<file path="src/stereo_channel_mixer_assert.svh">
// Assertion macros shared by the mixer modules.
// Every module that includes this file must have clk and rst_n in scope.
`ifndef STEREO_CHANNEL_MIXER_ASSERT_SVH
`define STEREO_CHANNEL_MIXER_ASSERT_SVH

// Same-cycle implication.
`define SMIX_AST_IMP(lbl, ante, cons) \
  lbl: assert property (@(posedge clk) disable iff (!rst_n) (ante) |-> (cons)) \
    else $error("smix assertion failed");

// Next-cycle implication.
`define SMIX_AST_NXT(lbl, ante, cons) \
  lbl: assert property (@(posedge clk) disable iff (!rst_n) (ante) |=> (cons)) \
    else $error("smix assertion failed");

`endif

</file>
<file path="src/smix_pkg.sv">
package smix_pkg;

  localparam int unsigned MulAW  = 17;
  localparam int unsigned MulBW  = 18;
  localparam int unsigned ProdW  = MulAW + MulBW;
  localparam int unsigned GainW  = 17;

  localparam logic signed [31:0] ACC_MAX   = 32'sd8388352;   // 32767 << 8
  localparam logic signed [31:0] ACC_MIN   = -32'sd8388608;  // -32768 << 8
  localparam logic signed [16:0] SAMP_MAX  = 17'sd32767;
  localparam logic signed [16:0] SAMP_MIN  = -17'sd32768;
  localparam logic signed [15:0] OUT_MAX   = 16'sh7fff;
  localparam logic signed [15:0] OUT_MIN   = 16'sh8000;
  localparam logic [7:0]         VOL8_MAX  = 8'd255;
  localparam logic [8:0]         MVOL_RST  = 9'd256;

  typedef struct packed {
    logic load;     // capture the input item
    logic gain;     // form the channel gain for the selected side
    logic mac;      // multiply sample by gain and accumulate
    logic side_r;   // 0 = left, 1 = right
    logic clamp;    // clamp both accumulators
    logic finish;   // add music, scale, saturate, clear accumulators
  } smix_cmd_t;

endpackage

</file>
<file path="src/smix_ctrl.sv">
module smix_ctrl (
  input  logic             clk,
  input  logic             rst_n,
  input  logic             in_valid,
  input  logic             in_req_type,
  output logic             in_ready,
  input  logic             out_ready,
  output logic             out_valid,
  output smix_pkg::smix_cmd_t cmd
);
  import smix_pkg::*;
  `include "stereo_channel_mixer_assert.svh"

  typedef enum logic [2:0] {
    ST_IDLE,
    ST_GAIN_L,
    ST_MAC_L,
    ST_GAIN_R,
    ST_MAC_R,
    ST_CLAMP,
    ST_FINISH
  } state_t;

  state_t state_r, state_nxt;
  logic   out_valid_r, out_valid_nxt;
  logic   take;
  logic   fin_go;

  assign in_ready  = (state_r == ST_IDLE) || (state_r == ST_MAC_R);
  assign out_valid = out_valid_r;
  assign take      = in_valid && in_ready;
  // The finished frame may only be written once the output register is free.
  assign fin_go    = (state_r == ST_FINISH) && (!out_valid_r || out_ready);

  always_comb begin
    cmd        = '0;
    cmd.load   = take;
    cmd.gain   = (state_r == ST_GAIN_L) || (state_r == ST_GAIN_R);
    cmd.mac    = (state_r == ST_MAC_L) || (state_r == ST_MAC_R);
    cmd.side_r = (state_r == ST_GAIN_R) || (state_r == ST_MAC_R);
    cmd.clamp  = (state_r == ST_CLAMP);
    cmd.finish = fin_go;
  end

  always_comb begin
    state_nxt     = state_r;
    out_valid_nxt = out_valid_r;
    if (out_valid_r && out_ready) begin
      out_valid_nxt = 1'b0;
    end
    unique case (state_r)
      ST_IDLE, ST_MAC_R: begin
        if (take) begin
          state_nxt = in_req_type ? ST_CLAMP : ST_GAIN_L;
        end else begin
          state_nxt = ST_IDLE;
        end
      end
      ST_GAIN_L: state_nxt = ST_MAC_L;
      ST_MAC_L:  state_nxt = ST_GAIN_R;
      ST_GAIN_R: state_nxt = ST_MAC_R;
      ST_CLAMP:  state_nxt = ST_FINISH;
      ST_FINISH: begin
        if (fin_go) begin
          state_nxt     = ST_IDLE;
          out_valid_nxt = 1'b1;
        end
      end
      default:   state_nxt = ST_IDLE;
    endcase
  end

  always_ff @(posedge clk) begin
    if (!rst_n) begin
      state_r     <= ST_IDLE;
      out_valid_r <= 1'b0;
    end else begin
      state_r     <= state_nxt;
      out_valid_r <= out_valid_nxt;
    end
  end

  `SMIX_AST_NXT(a_chan_start, take && !in_req_type, state_r == ST_GAIN_L)
  `SMIX_AST_IMP(a_fin_blocked, (state_r == ST_FINISH) && out_valid_r && !out_ready, !cmd.finish)
  `SMIX_AST_NXT(a_fin_valid, cmd.finish, out_valid_r)

endmodule

</file>
<file path="src/smix_dp.sv">
module smix_dp (
  input  logic                clk,
  input  logic                rst_n,
  input  smix_pkg::smix_cmd_t cmd,
  input  logic                cfg_wr_en,
  input  logic [8:0]          cfg_wr_data,
  input  logic                in_req_type,
  input  logic signed [15:0]  in_sample,
  input  logic                in_is_8bit,
  input  logic [8:0]          in_left_vol,
  input  logic [8:0]          in_right_vol,
  input  logic signed [23:0]  in_music_left,
  input  logic signed [23:0]  in_music_right,
  output logic signed [15:0]  out_left,
  output logic signed [15:0]  out_right
);
  import smix_pkg::*;
  `include "stereo_channel_mixer_assert.svh"

  logic [8:0]          mvol_r;
  logic signed [15:0]  sample_r;
  logic                is_8bit_r;
  logic [8:0]          left_vol_r, right_vol_r;
  logic signed [23:0]  music_l_r, music_r_r;
  logic [GainW-1:0]    gain_r;
  logic signed [31:0]  left_sum_r, right_sum_r;
  logic signed [15:0]  out_left_r, out_right_r;

  logic [8:0]              vol_sel;
  logic [7:0]              vol8;
  logic [8:0]              vol_eff;
  logic signed [MulAW-1:0] mul_a;
  logic signed [MulBW-1:0] mul_b;
  logic signed [ProdW-1:0] prod;
  logic [GainW-1:0]        gain_nxt;
  logic signed [15:0]      smp_eff;
  logic signed [15:0]      fin_l, fin_r;

  function automatic logic signed [31:0] clamp_acc(input logic signed [31:0] v);
    logic signed [31:0] r;
    r = v;
    if (v > ACC_MAX) begin
      r = ACC_MAX;
    end else if (v < ACC_MIN) begin
      r = ACC_MIN;
    end
    return r;
  endfunction

  // The clamped sum fits in 24 bits, so the music add fits in 25.
  function automatic logic signed [15:0] scale_out(input logic signed [31:0] acc,
                                                   input logic signed [23:0] mus);
    logic signed [24:0] v;
    logic signed [16:0] q;
    logic signed [15:0] r;
    v = 25'(acc[24:0]) + {mus[23], mus};
    q = v[24:8];
    r = q[15:0];
    if (q > SAMP_MAX) begin
      r = OUT_MAX;
    end else if (q < SAMP_MIN) begin
      r = OUT_MIN;
    end
    return r;
  endfunction

  assign vol_sel = cmd.side_r ? right_vol_r : left_vol_r;
  assign vol8    = (vol_sel > {1'b0, VOL8_MAX}) ? VOL8_MAX : vol_sel[7:0];
  // The 8-bit path drops the low three volume bits before scaling by eight.
  assign vol_eff = is_8bit_r ? {1'b0, vol8[7:3], 3'b000} : vol_sel;
  assign smp_eff = is_8bit_r ? {{8{sample_r[7]}}, sample_r[7:0]} : sample_r;

  // One shared multiplier: volume by master volume, then sample by gain.
  always_comb begin
    if (cmd.mac) begin
      mul_a = MulAW'(smp_eff);
      mul_b = {1'b0, gain_r};
    end else begin
      mul_a = {{(MulAW-9){1'b0}}, vol_eff};
      mul_b = {{(MulBW-9){1'b0}}, mvol_r};
    end
  end

  assign prod     = mul_a * mul_b;
  assign gain_nxt = is_8bit_r ? prod[GainW-1:0] : {{(GainW-10){1'b0}}, prod[17:8]};

  assign fin_l = scale_out(left_sum_r, music_l_r);
  assign fin_r = scale_out(right_sum_r, music_r_r);

  assign out_left  = out_left_r;
  assign out_right = out_right_r;

  always_ff @(posedge clk) begin
    if (!rst_n) begin
      mvol_r      <= MVOL_RST;
      left_sum_r  <= '0;
      right_sum_r <= '0;
    end else begin
      if (cfg_wr_en) begin
        mvol_r <= cfg_wr_data;
      end
      priority if (cmd.finish) begin
        left_sum_r  <= '0;
        right_sum_r <= '0;
      end else if (cmd.clamp) begin
        left_sum_r  <= clamp_acc(left_sum_r);
        right_sum_r <= clamp_acc(right_sum_r);
      end else if (cmd.mac) begin
        if (cmd.side_r) begin
          right_sum_r <= right_sum_r + prod[31:0];
        end else begin
          left_sum_r  <= left_sum_r + prod[31:0];
        end
      end
    end
  end

  always_ff @(posedge clk) begin
    if (cmd.load) begin
      sample_r    <= in_sample;
      is_8bit_r   <= in_is_8bit && !in_req_type;
      left_vol_r  <= in_left_vol;
      right_vol_r <= in_right_vol;
      music_l_r   <= in_music_left;
      music_r_r   <= in_music_right;
    end
    if (cmd.gain) begin
      gain_r <= gain_nxt;
    end
    if (cmd.finish) begin
      out_left_r  <= fin_l;
      out_right_r <= fin_r;
    end
  end

  `SMIX_AST_NXT(a_sums_clear, cmd.finish, (left_sum_r == 32'sd0) && (right_sum_r == 32'sd0))
  `SMIX_AST_NXT(a_clamp_rng, cmd.clamp, (left_sum_r <= ACC_MAX) && (left_sum_r >= ACC_MIN))
  `SMIX_AST_IMP(a_gain8_low, cmd.mac && is_8bit_r, gain_r[2:0] == 3'b000)

endmodule

</file>
<file path="src/stereo_channel_mixer.sv">
// Channel  | Ports                                  | Handshake
// ---------+----------------------------------------+----------------
// input    | in_req_type .. in_music_right          | in_valid/in_ready
// result   | out_left, out_right                    | out_valid/out_ready
// config   | cfg_wr_data (master volume)            | cfg_wr_en
//
// A channel item steps through gain and multiply-accumulate for the left
// side, then the right side, all on one shared 17x18 multiplier.
// A frame-end item steps through accept, clamp and finish and yields one result.
// Reset clears the accumulators and sets the master volume to unity (256).
// A frame end waits in its finish step while the previous result is untaken.
module stereo_channel_mixer (
  input  logic               clk,
  input  logic               rst_n,
  input  logic               cfg_wr_en,
  input  logic [8:0]         cfg_wr_data,
  input  logic               in_valid,
  output logic               in_ready,
  input  logic               in_req_type,
  input  logic signed [15:0] in_sample,
  input  logic               in_is_8bit,
  input  logic [8:0]         in_left_vol,
  input  logic [8:0]         in_right_vol,
  input  logic signed [23:0] in_music_left,
  input  logic signed [23:0] in_music_right,
  output logic               out_valid,
  input  logic               out_ready,
  output logic signed [15:0] out_left,
  output logic signed [15:0] out_right
);
  import smix_pkg::*;

  smix_cmd_t cmd;

  smix_ctrl u_ctrl (
    .clk         (clk),
    .rst_n       (rst_n),
    .in_valid    (in_valid),
    .in_req_type (in_req_type),
    .in_ready    (in_ready),
    .out_ready   (out_ready),
    .out_valid   (out_valid),
    .cmd         (cmd)
  );

  smix_dp u_dp (
    .clk            (clk),
    .rst_n          (rst_n),
    .cmd            (cmd),
    .cfg_wr_en      (cfg_wr_en),
    .cfg_wr_data    (cfg_wr_data),
    .in_req_type    (in_req_type),
    .in_sample      (in_sample),
    .in_is_8bit     (in_is_8bit),
    .in_left_vol    (in_left_vol),
    .in_right_vol   (in_right_vol),
    .in_music_left  (in_music_left),
    .in_music_right (in_music_right),
    .out_left       (out_left),
    .out_right      (out_right)
  );

endmodule
</file>
<file path="config.mk">
export PLATFORM = sky130hd
export DESIGN_NAME = stereo_channel_mixer
export DESIGN_NICKNAME = d
export VERILOG_FILES = /design/src/smix_pkg.sv /design/src/smix_ctrl.sv /design/src/smix_dp.sv /design/src/stereo_channel_mixer.sv
export VERILOG_INCLUDE_DIRS = /design/src /design/src/src
export SDC_FILE = /design/constraint.sdc
export NUM_CORES = 1
export LEC_CHECK = 0
export BUFFER_PORTS_ARGS = -buffer_cell sky130_fd_sc_hd__buf_2
export CAP_MARGIN = 20
export CELL_PAD_IN_SITES_DETAIL_PLACEMENT = 1
export CELL_PAD_IN_SITES_GLOBAL_PLACEMENT = 1
export CORE_ASPECT_RATIO = 2
export CORE_MARGIN = 2
export CORE_UTILIZATION = 40
export CTS_CLUSTER_DIAMETER = 200
export CTS_CLUSTER_SIZE = 30
export DETAILED_ROUTE_END_ITERATION = 16
export GPL_TIMING_DRIVEN = 0
export PLACE_DENSITY_LB_ADDON = 0.1
export SYNTH_ARGS = -nofsm -noshare
export SYNTH_HDL_FRONTEND = slang
export SYNTH_SLANG_ARGS = --single-unit
export TNS_END_PERCENT = 1
</file>
<file path="constraint.sdc">
create_clock -name clk -period 11.3 [get_ports clk]
set_clock_uncertainty 0.1 [all_clocks]
set_input_delay 1.13 -clock clk [delete_from_list [all_inputs] [get_ports clk]]
set_output_delay 1.13 -clock clk [all_outputs]
set_load 0.05 [all_outputs]
</file>
==> results of run 1 <==
-- area by class of cell --
type	instances	share of cell area, %
buffer	79	1.288
clock buffer	16	1.196
inverter	352	5.376
multi-input combinational	1791	62.58
sequential	209	22.40
tap	744	3.787
timing repair buffer	150	3.370
-- sequential cells by signal, summed over array words and instances, names as in the netlist --
signal,count
u_ctrl.out_valid,1
u_ctrl.state_r,3
u_dp.gain_r,17
u_dp.is_8bit_r,1
u_dp.left_sum_r,32
u_dp.left_vol_r,9
u_dp.music_l_r,24
u_dp.music_r_r,24
u_dp.mvol_r,9
u_dp.out_left,16
u_dp.out_right,16
u_dp.right_sum_r,32
u_dp.right_vol_r,9
u_dp.sample_r,16
-- how the worst max path moves through the flow --
| stage | startpoint | cells past startpoint | slack (ns) | end |
|---|---|---|---|---|
| after floorplan | u_ctrl.state_r[0] | 39 | 0.84 | u_dp.left_sum_r[31] |
| after global placement | u_ctrl.state_r[0] | 39 | -2.25 | u_dp.left_sum_r[31] |
| after detailed placement | u_ctrl.state_r[0] | 39 | -2.36 | u_dp.left_sum_r[31] |
| after CTS | u_ctrl.state_r[0] | 40 | -0.21 | u_dp.left_sum_r[31] |
| after global routing | u_ctrl.state_r[0] | 37 | -0.03 | u_dp.left_sum_r[31] |
| final | u_ctrl.state_r[1] | 35 | 0.35 | u_dp.left_sum_r[31] |
-- cell usage after synthesis, types with 6 or more instances --
cell type	count	share of area [%]
and3_1	48	1.3
a21boi_0	6	0.20
ha_1	228	13
and2_1	74	2.1
inv_1	352	5.9
xnor2_1	64	2.5
clkbuf_1	67	1.1
a31o_2	6	0.24
nand3_1	57	1.3
a21o_1	55	1.9
fa_1	226	20
nor2b_1	28	0.79
mux2i_1	23	1.0
mux2_2	12	0.61
nor4_1	10	0.28
or3_1	12	0.34
or2_2	15	0.42
nor3_1	44	0.99
o21a_1	28	0.94
buf_2	6	0.13
dfxtp_1	77	6.9
o21ai_0	89	2.0
o21bai_1	11	0.37
nand2b_1	39	1.1
o31ai_1	7	0.24
nand2_1	196	3.3
a211oi_1	11	0.37
nand4_1	17	0.48
a21oi_1	180	4.0
edfxtp_1	132	18
o21ai_1	7	0.16
xor2_1	48	1.9
nor2_1	166	2.8
a31oi_1	14	0.39
-- worst max-delay path, delay by kind of cell (launching register included) --
family          cells  cell delay (ns)
simple gates        8             1.85
mux                 1             0.25
fa+ha+maj           8             3.77
xor+xnor            3             0.88
buf+inv             7             1.49
flops               1             0.54
compound gates      8             2.00
-- cells by family (layout without fill, tap and decap cells) --
group | count (synthesis) | after routing | synth area share [%]
DFF | 209 | 209 | 24.69
muxes | 35 | 35 | 1.638
xor gates and xnor gates | 112 | 112 | 4.399
buffers and inverters | 431 | 597 | 7.305
AOI/OAI and AO/OA | 467 | 467 | 13.11
adders and majority gates | 454 | 454 | 33.08
and+or+nand+nor | 723 | 723 | 15.78
-- stage by stage --
step | util (%) | hold WS (ns)
floorplan | - | 0.3394
global placement | 43.22 | 0.3864
detailed placement | 43.44 | 0.3948
CTS | 44.20 | 0.4185
global route | 44.48 | 0.4489
finish | 44.48 | 0.4122
-- layer usage --
metal	track usage, %	part of all wire (%)	up-vias
met5	0	0.015	-
met4	18.45	7.7	2
met3	2.043	2.2	202
met2	56.85	57	391
met1	26.55	33	9129
li1	-	-	8456
-- repair_timing --
| item | CTS | global route |
|---|---|---|
| gates resized for setup | 27 | 25 |
| buffers inserted | 2 | 3 |
| setup endpoints to repair | 29 | 10 |
| pin swaps | 1 | 3 |
==> metrics.log, run 1 <==
INFO  metric worstSetupStartpointType = flip-flop
INFO  metric run_status = finished, final reports clean
INFO  metric clk_path_buf_depth = 3
INFO  metric timing.final.ws_setup = 0.3485 ns
INFO  metric antenna_found_initial = 1
INFO  metric hold_path_startpoint = u_dp.left_sum_r[13]
INFO  metric reg2reg_slack = 0.35 ns
INFO  metric n_antenna_cell = 0
INFO  metric timing.fmax = 91.31 MHz
INFO  metric dp_worst_setup_slack = -2.360 ns
INFO  metric timing.critical_path.fanout_max = 10
INFO  metric cp_data_required_time = 11.65 ns
INFO  metric dieWidth = 171.0 µm
INFO  metric synth_ff_type = edfxtp_1
INFO  metric synth-edff-count = 132
INFO  metric crit_slowest_cell = clkbuf_1
INFO  metric synth_warnings = 0
INFO  metric area.sequential = 5505 µm²
INFO  metric grt_max_degree = 54
INFO  metric clock_latency = 0.53 ns
INFO  metric drive_above_1_share = 9.472%
INFO  metric detail_route.wl_per_cell = 23.64 µm
INFO  metric finalCritPeriodShare = 96.92%
INFO  metric placed_cells = 3317
INFO  metric cts_hold_buf = 0
INFO  metric first_pass_grt_wire_length = 121300 µm
INFO  metric setup_viol_count_final = 0
INFO  metric vias = 18180
INFO  metric synth.lib_cells_used.distinct = 76
INFO  metric detail_route.drc_violations = 0
INFO  metric layout_common_cells = 352 x inv_1, 228 x ha_1, 226 x fa_1
INFO  metric fp.dieArea = 57770 µm²
INFO  metric slew_violations = 0
INFO  metric design.core.area = 55260 µm²
INFO  metric floorplan.die.height = 337.9 µm
INFO  metric multi_input_comb_area = 15380 µm²
INFO  metric detailed_place.area = 24000 µm²
INFO  metric port_buffers = 130
INFO  metric final_cell_count_without_fillers = 3341
INFO  metric setup-tns-final = 0 ns
INFO  metric synthCells = 2431
INFO  metric clock-root-buffer = clkbuf_16
INFO  metric mappedNetlistArea = 22300 µm²
INFO  metric crit_path_max_incr_delay = 0.66 ns
INFO  metric synth.yosys.seq_area_share = 24.69%
INFO  metric fillers = 6516
INFO  metric worst_hold_path.num_cells = 2
INFO  metric min_period = 10.95 ns
INFO  metric postSynthNetCount = 2983
INFO  metric clk_pin_slew_worst_paths = 0.15 ns
INFO  metric io_pins = 132
INFO  metric last_weighted_congestion_value_of_the_routability_driven_placer = 0.9242
INFO  metric grt_setup_unrepaired = yes
INFO  metric post_drt_via_cell_ratio = 5.441
INFO  metric grt-ovfl-total = 0
INFO  metric finalHoldViolCount = 0
INFO  metric synth_async_sr_flop_share = 0%
INFO  metric critical_path_class = flip-flop to flip-flop
INFO  metric slew_hr = 20.38%
INFO  metric avgSynthCellArea = 9.173 µm²
INFO  metric reg2regPathDepth = 35
INFO  metric floorplan.rows = 122
INFO  metric number_of_clock_sinks = 209
INFO  metric flow.area_growth_from_synthesis = 10.22%
INFO  metric drt_iter0_drc = 633
INFO  metric cts_inserted_buffers = 10
INFO  metric final_common_cell = inv_1
INFO  metric hpwlAfterDp = 67060 µm
INFO  metric reg2reg_from = u_ctrl.state_r[1]
INFO  metric worstReg2RegEnd = u_dp.left_sum_r[31]
INFO  metric final_cell_area = 24580 µm²
INFO  metric initial_cell_density_of_the_core = 40.36%
INFO  metric cts_tree = yes
INFO  metric critical_path.endpoint_type = flip-flop
INFO  metric max_cap_viol_count = 0
INFO  metric vias_in_the_first_global_route = 20850
INFO  metric holdCritPathClass = flip-flop to flip-flop
INFO  metric drtPass1Iterations = 4
INFO  metric worstMarginPinSlew = 1.161 ns
INFO  metric finish.net_count = 3145
INFO  metric drt_wl_total = 78990 µm
INFO  metric global_route.usage.total = 28.23%
INFO  metric ctsHtreeMaxLevel = 1
INFO  metric worst-endpoint-arrival = 11.30 ns
INFO  metric synth-seq-cells = 209
INFO  metric hold-path-endpoint = u_dp.left_sum_r[13]
INFO  metric worst_path_most_repeated_cell = fa_1
INFO  metric antenna_left = 0
Power of run 1 is not shown: default switching activity piles up to over one toggle a cycle in this logic, so the estimate is an artifact.
==> inputs of run 2 (changes only) <==
--- a/config.mk
+++ b/config.mk
@@ -8,15 +8,14 @@
 export LEC_CHECK = 0
 export BUFFER_PORTS_ARGS = -buffer_cell sky130_fd_sc_hd__buf_2
 export CAP_MARGIN = 20
-export CELL_PAD_IN_SITES_DETAIL_PLACEMENT = 1
-export CELL_PAD_IN_SITES_GLOBAL_PLACEMENT = 1
+export CELL_PAD_IN_SITES_DETAIL_PLACEMENT = 0
+export CELL_PAD_IN_SITES_GLOBAL_PLACEMENT = 2
 export CORE_ASPECT_RATIO = 2
 export CORE_MARGIN = 2
 export CORE_UTILIZATION = 40
 export CTS_CLUSTER_DIAMETER = 200
 export CTS_CLUSTER_SIZE = 30
 export DETAILED_ROUTE_END_ITERATION = 16
-export GPL_TIMING_DRIVEN = 0
 export PLACE_DENSITY_LB_ADDON = 0.1
 export SYNTH_ARGS = -nofsm -noshare
 export SYNTH_HDL_FRONTEND = slang
==> metrics.log, run 2 (synthesized netlist as in run 1, its figures left out) <==
INFO  metric post_drt_via_cell_ratio = 5.375
INFO  metric worst_path_most_repeated_cell = fa_1
INFO  metric cts_hold_buf = 0
INFO  metric antenna_left = 0
INFO  metric reg2reg_from = u_ctrl.state_r[2]
INFO  metric port_buffers = 131
INFO  metric floorplan.rows = 122
INFO  metric grt_max_degree = 51
INFO  metric critical_path.endpoint_type = flip-flop
INFO  metric design.core.area = 55260 µm²
INFO  metric last_weighted_congestion_value_of_the_routability_driven_placer = 0.9325
INFO  metric grt_setup_unrepaired = no
INFO  metric min_period = 10.57 ns
INFO  metric clock_latency = 0.54 ns
INFO  metric drt_iter0_drc = 877
INFO  metric vias_in_the_first_global_route = 19240
INFO  metric detail_route.drc_violations = 0
INFO  metric detail_route.wl_per_cell = 22.72 µm
INFO  metric clk_pin_slew_worst_paths = 0.14 ns
INFO  metric reg.largest.list = u_dp.left_sum_r x32, u_dp.right_sum_r x32
INFO  metric crit_slowest_cell = fa_1
INFO  metric critical_path_class = flip-flop to flip-flop
INFO  metric hold-path-endpoint = u_dp.left_sum_r[13]
INFO  metric layout_common_cells = 352 x inv_1, 228 x ha_1, 226 x fa_1
INFO  metric vias = 17800
INFO  metric finalCritPeriodShare = 93.51%
INFO  metric worst_hold_path.num_cells = 2
INFO  metric drtPass1Iterations = 5
INFO  metric timing.critical_path.fanout_max = 15
INFO  metric floorplan.die.height = 337.9 µm
INFO  metric flow.area_growth_from_synthesis = 9.673%
INFO  metric hold_path_startpoint = u_dp.left_sum_r[13]
INFO  metric cts_inserted_buffers = 10
INFO  metric cts_tree = yes
INFO  metric setup-tns-final = 0 ns
INFO  metric run_status = finished, final reports clean
INFO  metric finish.net_count = 3115
INFO  metric ctsHtreeMaxLevel = 1
INFO  metric reg2regPathDepth = 39
INFO  metric antenna_found_initial = 0
INFO  metric worstSetupStartpointType = flip-flop
INFO  metric dieWidth = 171.0 µm
INFO  metric number_of_clock_sinks = 209
INFO  metric initial_cell_density_of_the_core = 40.36%
INFO  metric drt_wl_total = 75240 µm
INFO  metric max_cap_viol_count = 0
INFO  metric setup_viol_count_final = 0
INFO  metric worst-endpoint-arrival = 10.88 ns
INFO  metric fp.dieArea = 57770 µm²
INFO  metric slew_hr = 30.46%
INFO  metric grt-ovfl-total = 0
INFO  metric hpwlAfterDp = 62110 µm
INFO  metric timing.fmax = 94.64 MHz
INFO  metric n_antenna_cell = 0
INFO  metric worst-path-buf-inv = 5
INFO  metric final_common_cell = inv_1
INFO  metric drive_above_1_share = 10.32%
INFO  metric first_pass_grt_wire_length = 114600 µm
INFO  metric worstReg2RegEnd = u_dp.left_sum_r[31]
INFO  metric crit_path_max_incr_delay = 0.55 ns
INFO  metric slew_violations = 0
INFO  metric io_pins = 132
INFO  metric reg2reg_slack = 0.73 ns
INFO  metric clock-root-buffer = clkbuf_16
INFO  metric global_route.usage.total = 26.80%
INFO  metric cp_data_required_time = 11.61 ns
INFO  metric worstMarginPinSlew = 1.030 ns
INFO  metric finalHoldViolCount = 0
INFO  metric clk_path_buf_depth = 3
INFO  metric critical-path-top-delay-family = adder cells
INFO  metric holdCritPathClass = flip-flop to flip-flop
## run 2: cell types whose count changed in the layout (fill, tap and decap cells not counted), moves of 2 or more
cell,change
a21oi_1,+3
xnor2_1,+7
clkbuf_1,-62
nand2_1,+2
buf_1,-4
buf_2,-8
o21ai_0,+2
xor2_1,+2
buf_4,+52
xnor2_2,-6
clkbuf_2,-6
a21oi_4,-2
## run 2: worst max-delay path by stage
stage                                  from                  end  slack, ns  cells past startpoint
after global routing      u_ctrl.state_r[1]  u_dp.left_sum_r[31]        0.1                     37
after global placement    u_ctrl.state_r[2]  u_dp.left_sum_r[31]       0.77                     40
after CTS                 u_ctrl.state_r[2]  u_dp.left_sum_r[31]       0.38                     40
after floorplan           u_ctrl.state_r[0]  u_dp.left_sum_r[31]       0.84                     39
after detailed placement  u_ctrl.state_r[2]  u_dp.left_sum_r[31]       0.50                     40
final                     u_ctrl.state_r[2]  u_dp.left_sum_r[31]       0.73                     39
## run 2: worst min-delay path, delay by kind of cell, from the launching register on
| family | cells | cell delay [ns] |
|---|---|---|
| AND/OR/NAND/NOR | 1 | 0.07 |
| flip-flops | 1 | 0.36 |
| AO/OA/AOI/OAI | 1 | 0.05 |
## run 2: final cells by class
class,count,area [µm²]
clock buffers,15,290.3
repair buffers,199,1166
inverters,352,1321
clock inverters,1,17.52
flip-flops and latches,209,5505
well taps,744,930.9
fillers,5580,30800
multi-input cells,1791,15230
## run 2: what timing repair did
action | in CTS | in global routing
setup buffers | 0 | 0
resized for setup | 0 | 7
setup endpoints to repair | 0 | 2
## run 2: routing by layer
| layer | wire, µm | up-vias | track usage (%) |
|---|---|---|---|
| met3 | 1956 | 164 | 1.740 |
| li1 | - | 8409 | - |
| met5 | 0 | - | 0 |
| met4 | 4769 | 0 | 13.87 |
| met2 | 42250 | 408 | 53.80 |
| met1 | 26260 | 8815 | 26.97 |
## run 2: through the flow
| stage | area, µm² | hold WS, ns | cells | utilization, % | setup WS (ns) |
|---|---|---|---|---|---|
| final | 24460 | 0.4148 | 3311 | 44.26 | 0.7334 |
| after global routing | 24460 | 0.4374 | 3311 | 44.26 | 0.09513 |
| after CTS | 24420 | 0.4179 | 3310 | 44.20 | 0.3825 |
| after detailed placement | 24120 | 0.3897 | 3294 | 43.64 | 0.5038 |
| after global placement | 24100 | 0.3866 | 3292 | 43.62 | 0.7738 |
| after floorplan | 22300 | 0.3394 | 2431 | - | 0.8418 |
Power of run 2 is left out for the same reason.
==> inputs of run 3 (changes only) <==
--- a/config.mk
+++ b/config.mk
@@ -6,7 +6,6 @@
 export SDC_FILE = /design/constraint.sdc
 export NUM_CORES = 1
 export LEC_CHECK = 0
-export BUFFER_PORTS_ARGS = -buffer_cell sky130_fd_sc_hd__buf_2
 export CAP_MARGIN = 20
 export CELL_PAD_IN_SITES_DETAIL_PLACEMENT = 0
 export CELL_PAD_IN_SITES_GLOBAL_PLACEMENT = 2
@@ -16,6 +15,7 @@
 export CTS_CLUSTER_DIAMETER = 200
 export CTS_CLUSTER_SIZE = 30
 export DETAILED_ROUTE_END_ITERATION = 16
+export DONT_BUFFER_PORTS = 1
 export PLACE_DENSITY_LB_ADDON = 0.1
 export SYNTH_ARGS = -nofsm -noshare
 export SYNTH_HDL_FRONTEND = slang
==> metrics.log, run 3 (synthesized netlist as in run 1, its figures left out) <==
INFO  metric run_status = finished, final reports clean
INFO  metric critical_path_class = flip-flop to flip-flop
INFO  metric antenna_left = 0
INFO  metric final_cell_area = 23750 µm²
INFO  metric design.core.area = 55260 µm²
INFO  metric global_route.usage.total = 26.09%
INFO  metric setup_viol_count_final = 0
INFO  metric grt_setup_unrepaired = no
INFO  metric first_pass_grt_wire_length = 111400 µm
INFO  metric setup-tns-final = 0 ns
INFO  metric final_common_cell = inv_1
INFO  metric detail_route.wl_per_cell = 22.99 µm
INFO  metric holdCritPathClass = flip-flop to flip-flop
INFO  metric hpwlAfterDp = 59350 µm
INFO  metric layout_common_cells = 352 x inv_1, 228 x ha_1, 226 x fa_1
INFO  metric clk_pin_slew_worst_paths = 0.15 ns
INFO  metric top_signal_layer_used = met4
INFO  metric reg2reg_slack = 0.67 ns
INFO  metric drt_iter0_drc = 694
INFO  metric critical_path.endpoint_type = flip-flop
INFO  metric timing.critical_path.fanout_max = 9
INFO  metric ctsHtreeMaxLevel = 1
INFO  metric cp_data_required_time = 11.62 ns
INFO  metric floorplan.die.height = 337.9 µm
INFO  metric worstSetupStartpointType = flip-flop
INFO  metric routed-wl-met2 = 41440 µm
INFO  metric vias = 17130
INFO  metric crit_slowest_cell = fa_1
INFO  metric finalCritPeriodShare = 94.04%
INFO  metric reg.largest.list = u_dp.left_sum_r x32, u_dp.right_sum_r x32
INFO  metric slew_violations = 0
INFO  metric n_antenna_cell = 0
INFO  metric post_drt_via_cell_ratio = 5.400
INFO  metric drive_above_1_share = 5.189%
INFO  metric crit_path_end = u_dp.left_sum_r[31]
INFO  metric antenna_found_initial = 0
INFO  metric min_period = 10.63 ns
INFO  metric met3_length = 2024 µm
INFO  metric finalHoldViolCount = 0
INFO  metric port_buffers = 0
INFO  metric clk_path_buf_depth = 3
INFO  metric clock_latency = 0.55 ns
INFO  metric worstMarginPinSlew = 1.165 ns
INFO  metric cts_inserted_buffers = 10
INFO  metric max_cap_viol_count = 0
INFO  metric detailed_place.area = 23400 µm²
INFO  metric reg2regPathDepth = 35
INFO  metric cts_tree = yes
INFO  metric io_pins = 132
INFO  metric number_of_clock_sinks = 209
INFO  metric route.layer.met1.wl = 25660 µm
INFO  metric flow.area_growth_from_synthesis = 6.520%
INFO  metric grt_max_degree = 59
INFO  metric detail_route.drc_violations = 0
INFO  metric reg2reg_from = u_ctrl.state_r[1]
INFO  metric crit_path_max_incr_delay = 0.58 ns
INFO  metric worstReg2RegEnd = u_dp.left_sum_r[31]
INFO  metric finish.net_count = 2976
INFO  metric dieWidth = 171.0 µm
INFO  metric drtPass1Iterations = 5
INFO  metric clock-root-buffer = clkbuf_16
INFO  metric initial_cell_density_of_the_core = 40.36%
INFO  metric vias_in_the_first_global_route = 18760
INFO  metric last_weighted_congestion_value_of_the_routability_driven_placer = 0.9389
INFO  metric fp.dieArea = 57770 µm²
INFO  metric floorplan.rows = 122
INFO  metric worst_path_most_repeated_cell = fa_1
INFO  metric worst-endpoint-arrival = 10.95 ns
INFO  metric slew_hr = 21.76%
INFO  metric timing.fmax = 94.10 MHz
INFO  metric fillers = 5689
INFO  metric drt_wl_total = 72920 µm
INFO  metric critical_path.startpoint = u_ctrl.state_r[1]
INFO  metric grt-ovfl-total = 0
-- run 3: cell count changes in the layout (fill, tap and decap cells not counted), sizes merged --
cell / before / now
buf: 199 / 59
clkbuf: 15 / 17
bufinv: 1 / 0
-- run 3: worst max-delay path: cells and delay by family, from the launching register on --
kind,cells,cell delay (ns)
simple gates,12,2.26
flops,1,0.46
compound gates,11,2.79
buf+inv,1,0.06
mux,1,0.37
xor+xnor,2,0.71
fa+ha+maj,8,3.71
-- run 3: final cells by class --
| class | instances | area [µm²] | share of cell area, % |
|---|---|---|---|
| Clock buffer | 16 | 294.0 | 1.238 |
| Inverter | 352 | 1321 | 5.562 |
| Multi-Input combinational cell | 1791 | 15240 | 64.16 |
| Sequential cell | 209 | 5505 | 23.18 |
| Tap cell | 744 | 930.9 | 3.919 |
| Timing Repair Buffer | 60 | 462.9 | 1.949 |
-- run 3: per-layer routing --
layer | up-vias | GRT usage (%)
li1 | 8121 | -
met4 | 0 | 11.58
met2 | 364 | 52.66
met5 | - | 0
met3 | 127 | 2.218
met1 | 8518 | 26.49
-- run 3: through the flow --
stage | worst slack (ns) | hold slack [ns] | util [%] | instances
6_report | 0.6730 | 0.4066 | 42.99 | 3172
5_1_grt | 0.02844 | 0.4306 | 42.99 | 3172
4_1_cts | 0.1136 | 0.4087 | 42.88 | 3169
3_5_place_dp | 0.2276 | 0.3766 | 42.35 | 3153
3_3_place_gp | 0.3148 | 0.3691 | 42.33 | 3152
2_1_floorplan | 0.8418 | 0.3394 | - | 2431
-- run 3: worst min path at each step --
stage / startpoint / endpoint / slack, ns / cells after the start
floorplan: u_dp.mvol_r[8] / u_dp.mvol_r[8] / 0.34 / 2
global placement: u_dp.mvol_r[8] / u_dp.mvol_r[8] / 0.37 / 2
detailed placement: u_dp.mvol_r[8] / u_dp.mvol_r[8] / 0.38 / 2
CTS: u_dp.left_sum_r[10] / u_dp.left_sum_r[10] / 0.41 / 2
global route: u_dp.left_sum_r[10] / u_dp.left_sum_r[10] / 0.43 / 2
finish: u_dp.mvol_r[8] / u_dp.mvol_r[8] / 0.41 / 2
-- run 3: what timing repair did --
item | in CTS | in global routing
setup endpoints to repair | 0 | 4
setup buffers | 0 | 2
hold buffers | 0 | 0
resized for setup | 0 | 8
Power of run 3 is left out for the same reason.
